## config.mk

```make
export PLATFORM = sky130hd
export DESIGN_NAME = sorted_priority_queue_flat
export DESIGN_NICKNAME = d
export VERILOG_FILES = /design/src/hdl/spq_pkg.sv /design/src/hdl/spq_in_if.sv /design/src/hdl/spq_out_if.sv /design/src/hdl/sorted_priority_queue.sv /design/src/hdl/spq_ram.sv /design/src/hdl/spq_seq.sv /design/src/flat_wrapper.sv
export SDC_FILE = /design/constraint.sdc
export NUM_CORES = 1
export LEC_CHECK = 0
export BUFFER_PORTS_ARGS = -buffer_cell sky130_fd_sc_hd__buf_2
export CAP_MARGIN = 15
export CORE_MARGIN = 1.5
export CORE_UTILIZATION = 50
export DETAILED_ROUTE_END_ITERATION = 10
export PLACE_DENSITY = 0.66
export SLEW_MARGIN = 20
export SYNTH_ARGS = -nofsm -noshare
export SYNTH_HDL_FRONTEND = slang
export SYNTH_SLANG_ARGS = --single-unit
```

## constraint.sdc

```tcl
create_clock -name clk -period 4 [get_ports clk]
set_clock_uncertainty 0.05 [all_clocks]
set_input_delay 0.4 -clock clk [delete_from_list [all_inputs] [get_ports clk]]
set_output_delay 0.4 -clock clk [all_outputs]
set_load 0.02 [all_outputs]
```

## src/hdl/spq_pkg.sv

```systemverilog
// package: shared constants, operation and status codes, result struct
`default_nettype none
package spq_pkg;

	localparam int CAPACITY_DEF      = 16;
	localparam int PRIORITY_BITS_DEF = 8;
	localparam int TAG_BITS_DEF      = 8;

	localparam int FIELD_BITS = 8;

	// operation codes
	localparam logic [1:0] FUNC_ENQ  = 2'd0;
	localparam logic [1:0] FUNC_DEQ  = 2'd1;
	localparam logic [1:0] FUNC_PEEK = 2'd2;

	// status codes
	localparam logic [1:0] STATUS_OK    = 2'd0;
	localparam logic [1:0] STATUS_FULL  = 2'd1;
	localparam logic [1:0] STATUS_EMPTY = 2'd2;

	typedef struct packed {
		logic [FIELD_BITS-1:0] out_tag;
		logic [FIELD_BITS-1:0] out_priority;
		logic                  out_valid;
		logic                  now_empty;
		logic                  now_full;
		logic [1:0]            status;
	} spq_result_t;

endpackage
`default_nettype wire

```

## src/hdl/spq_in_if.sv

```systemverilog
// interface: request channel carrying one queue operation per item
`default_nettype none
interface spq_in_if;
	logic       valid;
	logic       ready;
	logic [1:0] func;
	logic [7:0] process_tag;
	logic [7:0] priority_req;

	modport source (output valid, output func, output process_tag, output priority_req,
		input ready);
	modport sink (input valid, input func, input process_tag, input priority_req,
		output ready);
endinterface
`default_nettype wire

```

## src/hdl/spq_out_if.sv

```systemverilog
// interface: result channel carrying one result per item
`default_nettype none
interface spq_out_if;
	logic       valid;
	logic       ready;
	logic [7:0] out_tag;
	logic [7:0] out_priority;
	logic       out_valid;
	logic       now_empty;
	logic       now_full;
	logic [1:0] status;

	modport source (output valid, output out_tag, output out_priority, output out_valid,
		output now_empty, output now_full, output status, input ready);
	modport sink (input valid, input out_tag, input out_priority, input out_valid,
		input now_empty, input now_full, input status, output ready);
endinterface
`default_nettype wire

```

## src/hdl/sorted_priority_queue.sv

```systemverilog
// top level: sorted priority queue of process tags with registered result output
//
// Bounded priority queue of up to CAPACITY process tags, kept sorted by priority
// with the lowest number at the head; equal priorities leave in arrival order.
// Every item on in_ch (enqueue, dequeue or peek) yields exactly one result on
// out_ch with the head entry where one applies, empty/full flags after the
// operation and a status code (full on enqueue, empty on dequeue or peek are
// rejected and leave the queue untouched). The entries live in a memory with
// one write port and one registered read port, and one sequencer walks it
// one entry per cycle: an enqueue compares and moves the entries behind the
// insertion point, a dequeue shifts the remaining entries forward and a peek
// reads the head; rejected or unused operations go straight to the result.
// The result is then handed to the output register, which lets the next item
// enter while the result waits to be taken. in_ch is ready only between items.
// Reset empties the queue at once; no clearing pass is needed.
`default_nettype none
module sorted_priority_queue #(
	parameter int CAPACITY      = spq_pkg::CAPACITY_DEF,
	parameter int PRIORITY_BITS = spq_pkg::PRIORITY_BITS_DEF,
	parameter int TAG_BITS      = spq_pkg::TAG_BITS_DEF
) (
	input  wire logic clk,
	input  wire logic arst_n,
	spq_in_if.sink    in_ch,
	spq_out_if.source out_ch
);
	import spq_pkg::*;

	spq_result_t res;
	logic        res_vld;
	logic        res_ready;
	spq_result_t out_q;
	logic        out_vld_q;

	// sequencer and entry store
	spq_seq #(
		.CAPACITY      (CAPACITY),
		.PRIORITY_BITS (PRIORITY_BITS),
		.TAG_BITS      (TAG_BITS)
	) u_seq (
		.clk       (clk),
		.arst_n    (arst_n),
		.in_ch     (in_ch),
		.res_vld   (res_vld),
		.res       (res),
		.res_ready (res_ready)
	);

	// output register takes a result when empty or being drained this cycle
	assign res_ready = !out_vld_q || out_ch.ready;

	always_ff @(posedge clk or negedge arst_n) begin
		if (!arst_n) begin
			out_vld_q <= 1'b0;
			out_q     <= '0;
		end else begin
			if (res_vld && res_ready) begin
				out_vld_q <= 1'b1;
				out_q     <= res;
			end else if (out_ch.ready) begin
				out_vld_q <= 1'b0;
			end
		end
	end

	assign out_ch.valid        = out_vld_q;
	assign out_ch.out_tag      = out_q.out_tag;
	assign out_ch.out_priority = out_q.out_priority;
	assign out_ch.out_valid    = out_q.out_valid;
	assign out_ch.now_empty    = out_q.now_empty;
	assign out_ch.now_full     = out_q.now_full;
	assign out_ch.status       = out_q.status;

endmodule
`default_nettype wire

```

## src/hdl/spq_ram.sv

```systemverilog
// module: entry store, one write port and one registered read port
`default_nettype none
module spq_ram #(
	parameter int DEPTH = 16,
	parameter int AW    = 4,
	parameter int DW    = 16
) (
	input  wire logic          clk,
	input  wire logic          we,
	input  wire logic [AW-1:0] waddr,
	input  wire logic [DW-1:0] wdata,
	input  wire logic [AW-1:0] raddr,
	output logic      [DW-1:0] rdata
);

	logic [DW-1:0] mem [DEPTH];

	always_ff @(posedge clk) begin
		if (we) begin
			mem[waddr] <= wdata;
		end
		rdata <= mem[raddr];
	end

endmodule
`default_nettype wire

```

## src/hdl/spq_seq.sv

```systemverilog
// module: operation sequencer walking the entry store one entry per cycle
`default_nettype none
module spq_seq #(
	parameter int CAPACITY      = 16,
	parameter int PRIORITY_BITS = 8,
	parameter int TAG_BITS      = 8
) (
	input  wire logic          clk,
	input  wire logic          arst_n,
	spq_in_if.sink             in_ch,
	output logic               res_vld,
	output spq_pkg::spq_result_t res,
	input  wire logic          res_ready
);
	import spq_pkg::*;

	localparam int IW = $clog2(CAPACITY);
	localparam int CW = $clog2(CAPACITY + 1);
	localparam int DW = TAG_BITS + PRIORITY_BITS;

	localparam logic [2:0] S_IDLE    = 3'd0;
	localparam logic [2:0] S_ENQ_CMP = 3'd1;
	localparam logic [2:0] S_ENQ_PUT = 3'd2;
	localparam logic [2:0] S_HEAD    = 3'd3;
	localparam logic [2:0] S_SHIFT   = 3'd4;
	localparam logic [2:0] S_DONE    = 3'd5;

	logic [2:0]               state_q;
	logic [CW-1:0]            cnt_q;
	logic [IW-1:0]            idx_q;
	logic [1:0]               func_q;
	logic [TAG_BITS-1:0]      tag_q;
	logic [PRIORITY_BITS-1:0] prio_q;
	logic [TAG_BITS-1:0]      head_tag_q;
	logic [PRIORITY_BITS-1:0] head_prio_q;
	logic                     head_vld_q;
	logic [1:0]               status_q;

	logic                     we;
	logic [IW-1:0]            waddr;
	logic [DW-1:0]            wdata;
	logic [IW-1:0]            raddr;
	logic [DW-1:0]            rdata;
	logic [TAG_BITS-1:0]      rd_tag;
	logic [PRIORITY_BITS-1:0] rd_prio;
	logic                     rd_gt;
	logic [CW-1:0]            cnt_m1;
	logic                     accept;
	logic [TAG_BITS+7:0]      tag_in_ext;
	logic [PRIORITY_BITS+7:0] prio_in_ext;
	logic [TAG_BITS+7:0]      tag_out_ext;
	logic [PRIORITY_BITS+7:0] prio_out_ext;

	assign rd_tag  = rdata[DW-1:PRIORITY_BITS];
	assign rd_prio = rdata[PRIORITY_BITS-1:0];
	// the single compare unit: stored entry strictly behind the new one
	assign rd_gt   = rd_prio > prio_q;
	assign cnt_m1  = cnt_q - 1'b1;

	assign in_ch.ready = (state_q == S_IDLE);
	assign accept      = in_ch.valid && in_ch.ready;

	// fit the 8-bit fields to the stored widths and back
	assign tag_in_ext   = {{TAG_BITS{1'b0}}, in_ch.process_tag};
	assign prio_in_ext  = {{PRIORITY_BITS{1'b0}}, in_ch.priority_req};
	assign tag_out_ext  = {8'h00, head_tag_q};
	assign prio_out_ext = {8'h00, head_prio_q};

	spq_ram #(
		.DEPTH (CAPACITY),
		.AW    (IW),
		.DW    (DW)
	) u_ram (
		.clk   (clk),
		.we    (we),
		.waddr (waddr),
		.wdata (wdata),
		.raddr (raddr),
		.rdata (rdata)
	);

	// store port control
	always_comb begin
		we    = 1'b0;
		waddr = idx_q;
		wdata = {tag_q, prio_q};
		raddr = idx_q;
		case (state_q)
			S_IDLE: begin
				raddr = (in_ch.func == FUNC_ENQ) ? cnt_m1[IW-1:0] : '0;
			end
			S_ENQ_CMP: begin
				// move the entry up a slot, or drop the new one in behind it
				raddr = idx_q - 1'b1;
				we    = 1'b1;
				waddr = idx_q + 1'b1;
				wdata = rd_gt ? rdata : {tag_q, prio_q};
			end
			S_ENQ_PUT: begin
				we    = 1'b1;
				waddr = '0;
			end
			S_HEAD: begin
				raddr = IW'(1);
			end
			S_SHIFT: begin
				raddr = idx_q + 1'b1;
				we    = 1'b1;
				waddr = idx_q - 1'b1;
				wdata = rdata;
			end
			default: begin
				we = 1'b0;
			end
		endcase
	end

	always_ff @(posedge clk or negedge arst_n) begin
		if (!arst_n) begin
			state_q     <= S_IDLE;
			cnt_q       <= '0;
			idx_q       <= '0;
			func_q      <= FUNC_ENQ;
			tag_q       <= '0;
			prio_q      <= '0;
			head_tag_q  <= '0;
			head_prio_q <= '0;
			head_vld_q  <= 1'b0;
			status_q    <= STATUS_OK;
		end else begin
			case (state_q)
				S_IDLE: begin
					if (accept) begin
						func_q      <= in_ch.func;
						tag_q       <= tag_in_ext[TAG_BITS-1:0];
						prio_q      <= prio_in_ext[PRIORITY_BITS-1:0];
						head_tag_q  <= '0;
						head_prio_q <= '0;
						head_vld_q  <= 1'b0;
						status_q    <= STATUS_OK;
						case (in_ch.func)
							FUNC_ENQ: begin
								if (cnt_q == CW'(CAPACITY)) begin
									status_q <= STATUS_FULL;
									state_q  <= S_DONE;
								end else if (cnt_q == '0) begin
									state_q <= S_ENQ_PUT;
								end else begin
									idx_q   <= cnt_m1[IW-1:0];
									state_q <= S_ENQ_CMP;
								end
							end
							FUNC_DEQ, FUNC_PEEK: begin
								if (cnt_q == '0) begin
									status_q <= STATUS_EMPTY;
									state_q  <= S_DONE;
								end else begin
									state_q <= S_HEAD;
								end
							end
							default: begin
								state_q <= S_DONE;
							end
						endcase
					end
				end
				S_ENQ_CMP: begin
					if (rd_gt) begin
						if (idx_q == '0) begin
							state_q <= S_ENQ_PUT;
						end else begin
							idx_q <= idx_q - 1'b1;
						end
					end else begin
						cnt_q   <= cnt_q + 1'b1;
						state_q <= S_DONE;
					end
				end
				S_ENQ_PUT: begin
					cnt_q   <= cnt_q + 1'b1;
					state_q <= S_DONE;
				end
				S_HEAD: begin
					head_tag_q  <= rd_tag;
					head_prio_q <= rd_prio;
					head_vld_q  <= 1'b1;
					if (func_q == FUNC_PEEK) begin
						state_q <= S_DONE;
					end else if (cnt_q == CW'(1)) begin
						cnt_q   <= cnt_m1;
						state_q <= S_DONE;
					end else begin
						idx_q   <= IW'(1);
						state_q <= S_SHIFT;
					end
				end
				S_SHIFT: begin
					if (CW'(idx_q) == cnt_m1) begin
						cnt_q   <= cnt_m1;
						state_q <= S_DONE;
					end else begin
						idx_q <= idx_q + 1'b1;
					end
				end
				S_DONE: begin
					if (res_ready) begin
						state_q <= S_IDLE;
					end
				end
				default: begin
					state_q <= S_IDLE;
				end
			endcase
		end
	end

	assign res_vld          = (state_q == S_DONE);
	assign res.out_tag      = tag_out_ext[7:0];
	assign res.out_priority = prio_out_ext[7:0];
	assign res.out_valid    = head_vld_q;
	assign res.now_empty    = (cnt_q == '0);
	assign res.now_full     = (cnt_q == CW'(CAPACITY));
	assign res.status       = status_q;

endmodule
`default_nettype wire

```

## src/flat_wrapper.sv

```systemverilog
// flat-port wrapper written by rule: the top's interface ports become plain ports
module sorted_priority_queue_flat import spq_pkg::*;
#(
	parameter int CAPACITY      = spq_pkg::CAPACITY_DEF,
	parameter int PRIORITY_BITS = spq_pkg::PRIORITY_BITS_DEF,
	parameter int TAG_BITS      = spq_pkg::TAG_BITS_DEF
)
  (clk, arst_n, in_ch_valid, in_ch_func, in_ch_process_tag, in_ch_priority_req, in_ch_ready, out_ch_valid, out_ch_out_tag, out_ch_out_priority, out_ch_out_valid, out_ch_now_empty, out_ch_now_full, out_ch_status, out_ch_ready);
  spq_in_if in_ch_i ();
  spq_out_if out_ch_i ();
  input  wire logic clk;
  input  wire logic arst_n;
  input wire logic [$bits(in_ch_i.valid)-1:0] in_ch_valid;
  input wire logic [$bits(in_ch_i.func)-1:0] in_ch_func;
  input wire logic [$bits(in_ch_i.process_tag)-1:0] in_ch_process_tag;
  input wire logic [$bits(in_ch_i.priority_req)-1:0] in_ch_priority_req;
  output wire logic [$bits(in_ch_i.ready)-1:0] in_ch_ready;
  output wire logic [$bits(out_ch_i.valid)-1:0] out_ch_valid;
  output wire logic [$bits(out_ch_i.out_tag)-1:0] out_ch_out_tag;
  output wire logic [$bits(out_ch_i.out_priority)-1:0] out_ch_out_priority;
  output wire logic [$bits(out_ch_i.out_valid)-1:0] out_ch_out_valid;
  output wire logic [$bits(out_ch_i.now_empty)-1:0] out_ch_now_empty;
  output wire logic [$bits(out_ch_i.now_full)-1:0] out_ch_now_full;
  output wire logic [$bits(out_ch_i.status)-1:0] out_ch_status;
  input wire logic [$bits(out_ch_i.ready)-1:0] out_ch_ready;
  assign in_ch_i.valid = in_ch_valid;
  assign in_ch_i.func = in_ch_func;
  assign in_ch_i.process_tag = in_ch_process_tag;
  assign in_ch_i.priority_req = in_ch_priority_req;
  assign in_ch_ready = in_ch_i.ready;
  assign out_ch_valid = out_ch_i.valid;
  assign out_ch_out_tag = out_ch_i.out_tag;
  assign out_ch_out_priority = out_ch_i.out_priority;
  assign out_ch_out_valid = out_ch_i.out_valid;
  assign out_ch_now_empty = out_ch_i.now_empty;
  assign out_ch_now_full = out_ch_i.now_full;
  assign out_ch_status = out_ch_i.status;
  assign out_ch_i.ready = out_ch_ready;
  sorted_priority_queue #(.CAPACITY(CAPACITY), .PRIORITY_BITS(PRIORITY_BITS), .TAG_BITS(TAG_BITS)) u_core (.clk(clk), .arst_n(arst_n), .in_ch(in_ch_i), .out_ch(out_ch_i));
endmodule
```

==> results.cfg <==
[sta]
setup_viol = 0
tightest_slew_ns = 1.03
finalSetupTns_ns = 0
relSlewSlack = 0.314
fin_crit_sh = 0.875
final-max-slew-violation-count = 0
hold_violations = 0
min_period_ns = 3.50
rsz0062_at_grt = no
max_freq_ghz = 0.286

[global_route]
grt_pass1_wl_um = 57700
antenna_found_initial = 0
grtUsageTotal = 0.251
first_global_vias = 9384
grt_max_degree = 98
gr-total-overflow = 0

[clock_tree]
clk_latency_ns = 0.52
clockBufferDepth = 3
cts_root_buffer = clkbuf_16
htreeDepth = 2
clock-sinks = 343
clk_pin_slew_ns = 0.06
cts.repair.resized = 0
cts-buffers-inserted = 36
postCtsHoldBufs = 1
tritoncts = built
cts_setup_buffers = 0

[detailed_routing]
final_antenna_net_count = 0
dr.pass1.iters = 5
drcViolationCount = 0
wl_um = 38000
vias_per_cell = 6.11
wl_per_cell_um = 24.3
drtIter0Drc = 964
num_vias = 9556

[die]
fp.dieW_um = 176
start_util = 0.505
die-area_um2 = 30800
coreArea_um2 = 29500
io_pins = 45
die_h_um = 176
rows = 63

[placement]
gp_congestion = 0.885
dp_hpwl_um = 22600
port_buffers = 44

[layout]
nNetsFinal = 1186
synthToLayoutAreaGrowth_pct = 12.9
antennaDiodeCount = 0
fillers = 2397
drive_gt1_frac = 0.199

[synth]
ys_ff_latch = 343
synth_ff_type = edfxtp_1
syn_nets = 1142
synth-simple-area-share = 0.0941
synth-edff-count = 256
synthAdderAreaFrac = 0.0126
synth_largest_area_cell = edfxtp_1
synth_top_family_by_area = compound AO/OA/AOI/OAI gates
synthCells = 1105
yosys_warnings = 0
synth_top_area_share = 0.516
synth-xor-area-share = 0.00765
synth_area_um2 = 14900
synth_cell_types = 63
synth_compound_area_frac = 0.124
yosysSeqAreaShare = 0.657
synth_area_leaders = edfxtp_1, dfrtp_1, mux2_2
syn-mean-instance-area_um2 = 13.5
synthArstFlopShare = 0.207
synth.mux.area_fraction = 0.0714

[worst_setup_path]
cp_max_fo = 32
cpMaxStageDelayCell = a211o_2
cpPeakStageDelay_ns = 0.75
endpoint_kind = flip-flop
critPathLaunchType = flip-flop
path_cells = inv_1, ha_1, xor2_1, a22oi_1, a211o_2, a211oi_1, a2111oi_0, mux2_2
worstPathArrival_ns = 3.90
cp_data_required_time_ns = 4.40
setup.worst_path.class = reg -> reg

[run]
cap_violations = 0

[outcome]
outcome = finished clean

[min_path]
hp-class = in -> reg
==> critical path: cells and delay by family, from the launching register on <==
| kind | cells | cell delay, ns |
|---|---|---|
| buffers and inverters | 1 | 0.18 |
| flip-flops | 1 | 0.52 |
| XOR/XNOR | 1 | 0.16 |
| AO/OA/AOI/OAI | 4 | 1.92 |
| adder cells (fa/ha/maj) | 1 | 0.31 |
| multiplexers | 1 | 0.28 |
==> cell usage in the layout (no fill, tap or decap), drive strengths merged, types with 4 or more instances in the layout <==
| master | synthesis | final |
|---|---|---|
| a2111oi | 32 | 32 |
| a211oi | 64 | 64 |
| a21o | 4 | 4 |
| a21oi | 45 | 45 |
| a22oi | 4 | 4 |
| a31oi | 5 | 5 |
| and3 | 69 | 69 |
| buf | 38 | 89 |
| clkbuf | 46 | 47 |
| clkinv | 0 | 12 |
| dfrtp | 71 | 71 |
| dfxtp | 16 | 16 |
| edfxtp | 256 | 256 |
| ha | 15 | 15 |
| inv | 21 | 22 |
| mux2 | 56 | 56 |
| mux2i | 41 | 41 |
| nand2 | 99 | 99 |
| nand2b | 5 | 5 |
| nand3 | 4 | 4 |
| nor2 | 41 | 41 |
| nor2b | 4 | 4 |
| nor3 | 36 | 36 |
| o211a | 33 | 33 |
| o211ai | 4 | 4 |
| o21ai | 40 | 40 |
| xnor2 | 4 | 4 |
| xor2 | 9 | 9 |
==> cell usage after synthesis, drive strengths merged (2+ instances only) <==
cell type	n
nor2	41
a21oi	45
a221o	2
o211ai	4
mux2i	41
dfrtp	71
edfxtp	256
ha	15
nor3b	3
and3	69
a2111oi	32
mux2	56
o32ai	3
dfxtp	16
a22oi	4
a31oi	5
nor4	2
inv	21
and2	3
o211a	33
nand2	99
a211oi	64
a32oi	3
or2	3
xnor2	4
xor2	9
o21ai	40
nand2b	5
a21o	4
a211o	3
nor2b	4
or3b	2
buf	38
o22ai	2
nand3	4
nor3	36
nor4b	3
clkbuf	46
a41oi	2
==> metal layers <==
layer  GRT usage  up-vias  part of all wire
li1            -     4323                 -
met1       0.356     4785              0.44
met2       0.396      364              0.46
met3      0.0385       84             0.069
met4      0.0908        0             0.034
met5           0        -                 0
==> layout make-up <==
type,instances,area (um^2),share of cell area
flip-flops and latches,343,9780,0.582
well taps,390,488,0.0290
inverters,21,78.8,0.00469
repair buffers,90,658,0.0391
clock buffers,47,993,0.0591
clock inverters,17,129,0.00766
multi-input cells,657,4680,0.279
==> worst paths after layout <==
| kind | start | endpoint | slack (ns) | cells after the start |
|---|---|---|---|---|
| hold / removal | in_ch_process_tag[7] | u_core.u_seq.tag_q[7]$_DFFE_PN0P_ | 0.04 | 3 |
| setup / recovery | u_core.u_seq.idx_q[0]$_DFFE_PN0P_ | u_core.u_seq.u_ram.rdata[13]$_DFF_P_ | 0.50 | 8 |
| hold reg to reg | u_core.u_seq.status_q[1]$_DFFE_PN0P_ | u_core.u_seq.status_q[1]$_DFFE_PN0P_ | 0.42 | 2 |
| max in group asynchronous | arst_n | u_core.u_seq.tag_q[3]$_DFFE_PN0P_ | 2.78 | 2 |
| setup reg to reg | u_core.u_seq.idx_q[0]$_DFFE_PN0P_ | u_core.u_seq.u_ram.rdata[13]$_DFF_P_ | 0.50 | 8 |
| min in group asynchronous | arst_n | u_core.u_seq.idx_q[2]$_DFFE_PN0P_ | 0.50 | 2 |
==> kinds of logic (layout without fill, tap and decap cells) <==
| group | count (synthesis) | after routing |
|---|---|---|
| AO/OA/AOI/OAI | 252 | 252 |
| flip-flops | 343 | 343 |
| XOR/XNOR | 13 | 13 |
| multiplexers | 98 | 98 |
| buffers and inverters | 105 | 175 |
| adder cells (fa/ha/maj) | 15 | 15 |
| AND/OR/NAND/NOR | 279 | 279 |
==> state kept, by name (all words and copies together), names as in the netlist, 8 cells and up <==
register	flops
u_core.out_ch.out_priority	8
u_core.out_ch.out_tag	8
u_core.u_seq.head_prio_q	8
u_core.u_seq.head_tag_q	8
u_core.u_seq.prio_q	8
u_core.u_seq.tag_q	8
u_core.u_seq.u_ram.mem	256
u_core.u_seq.u_ram.rdata	16
==> through the flow <==
step                setup WS [ns]  hold slack, ns  cell area (um^2)  std cells   util
floorplan                    1.08          0.0544             14900       1105      -
global placement            0.561           0.397             15700       1500  0.532
detailed placement          0.576           0.407             15700       1500  0.532
CTS                         0.534          0.0252             16800       1565  0.570
global route                0.268          0.0408             16800       1565  0.570
finish                      0.501          0.0364             16800       1565  0.570
Power is not shown: default switching activity piles up to over one toggle a cycle in this logic, so the estimate is an artifact.
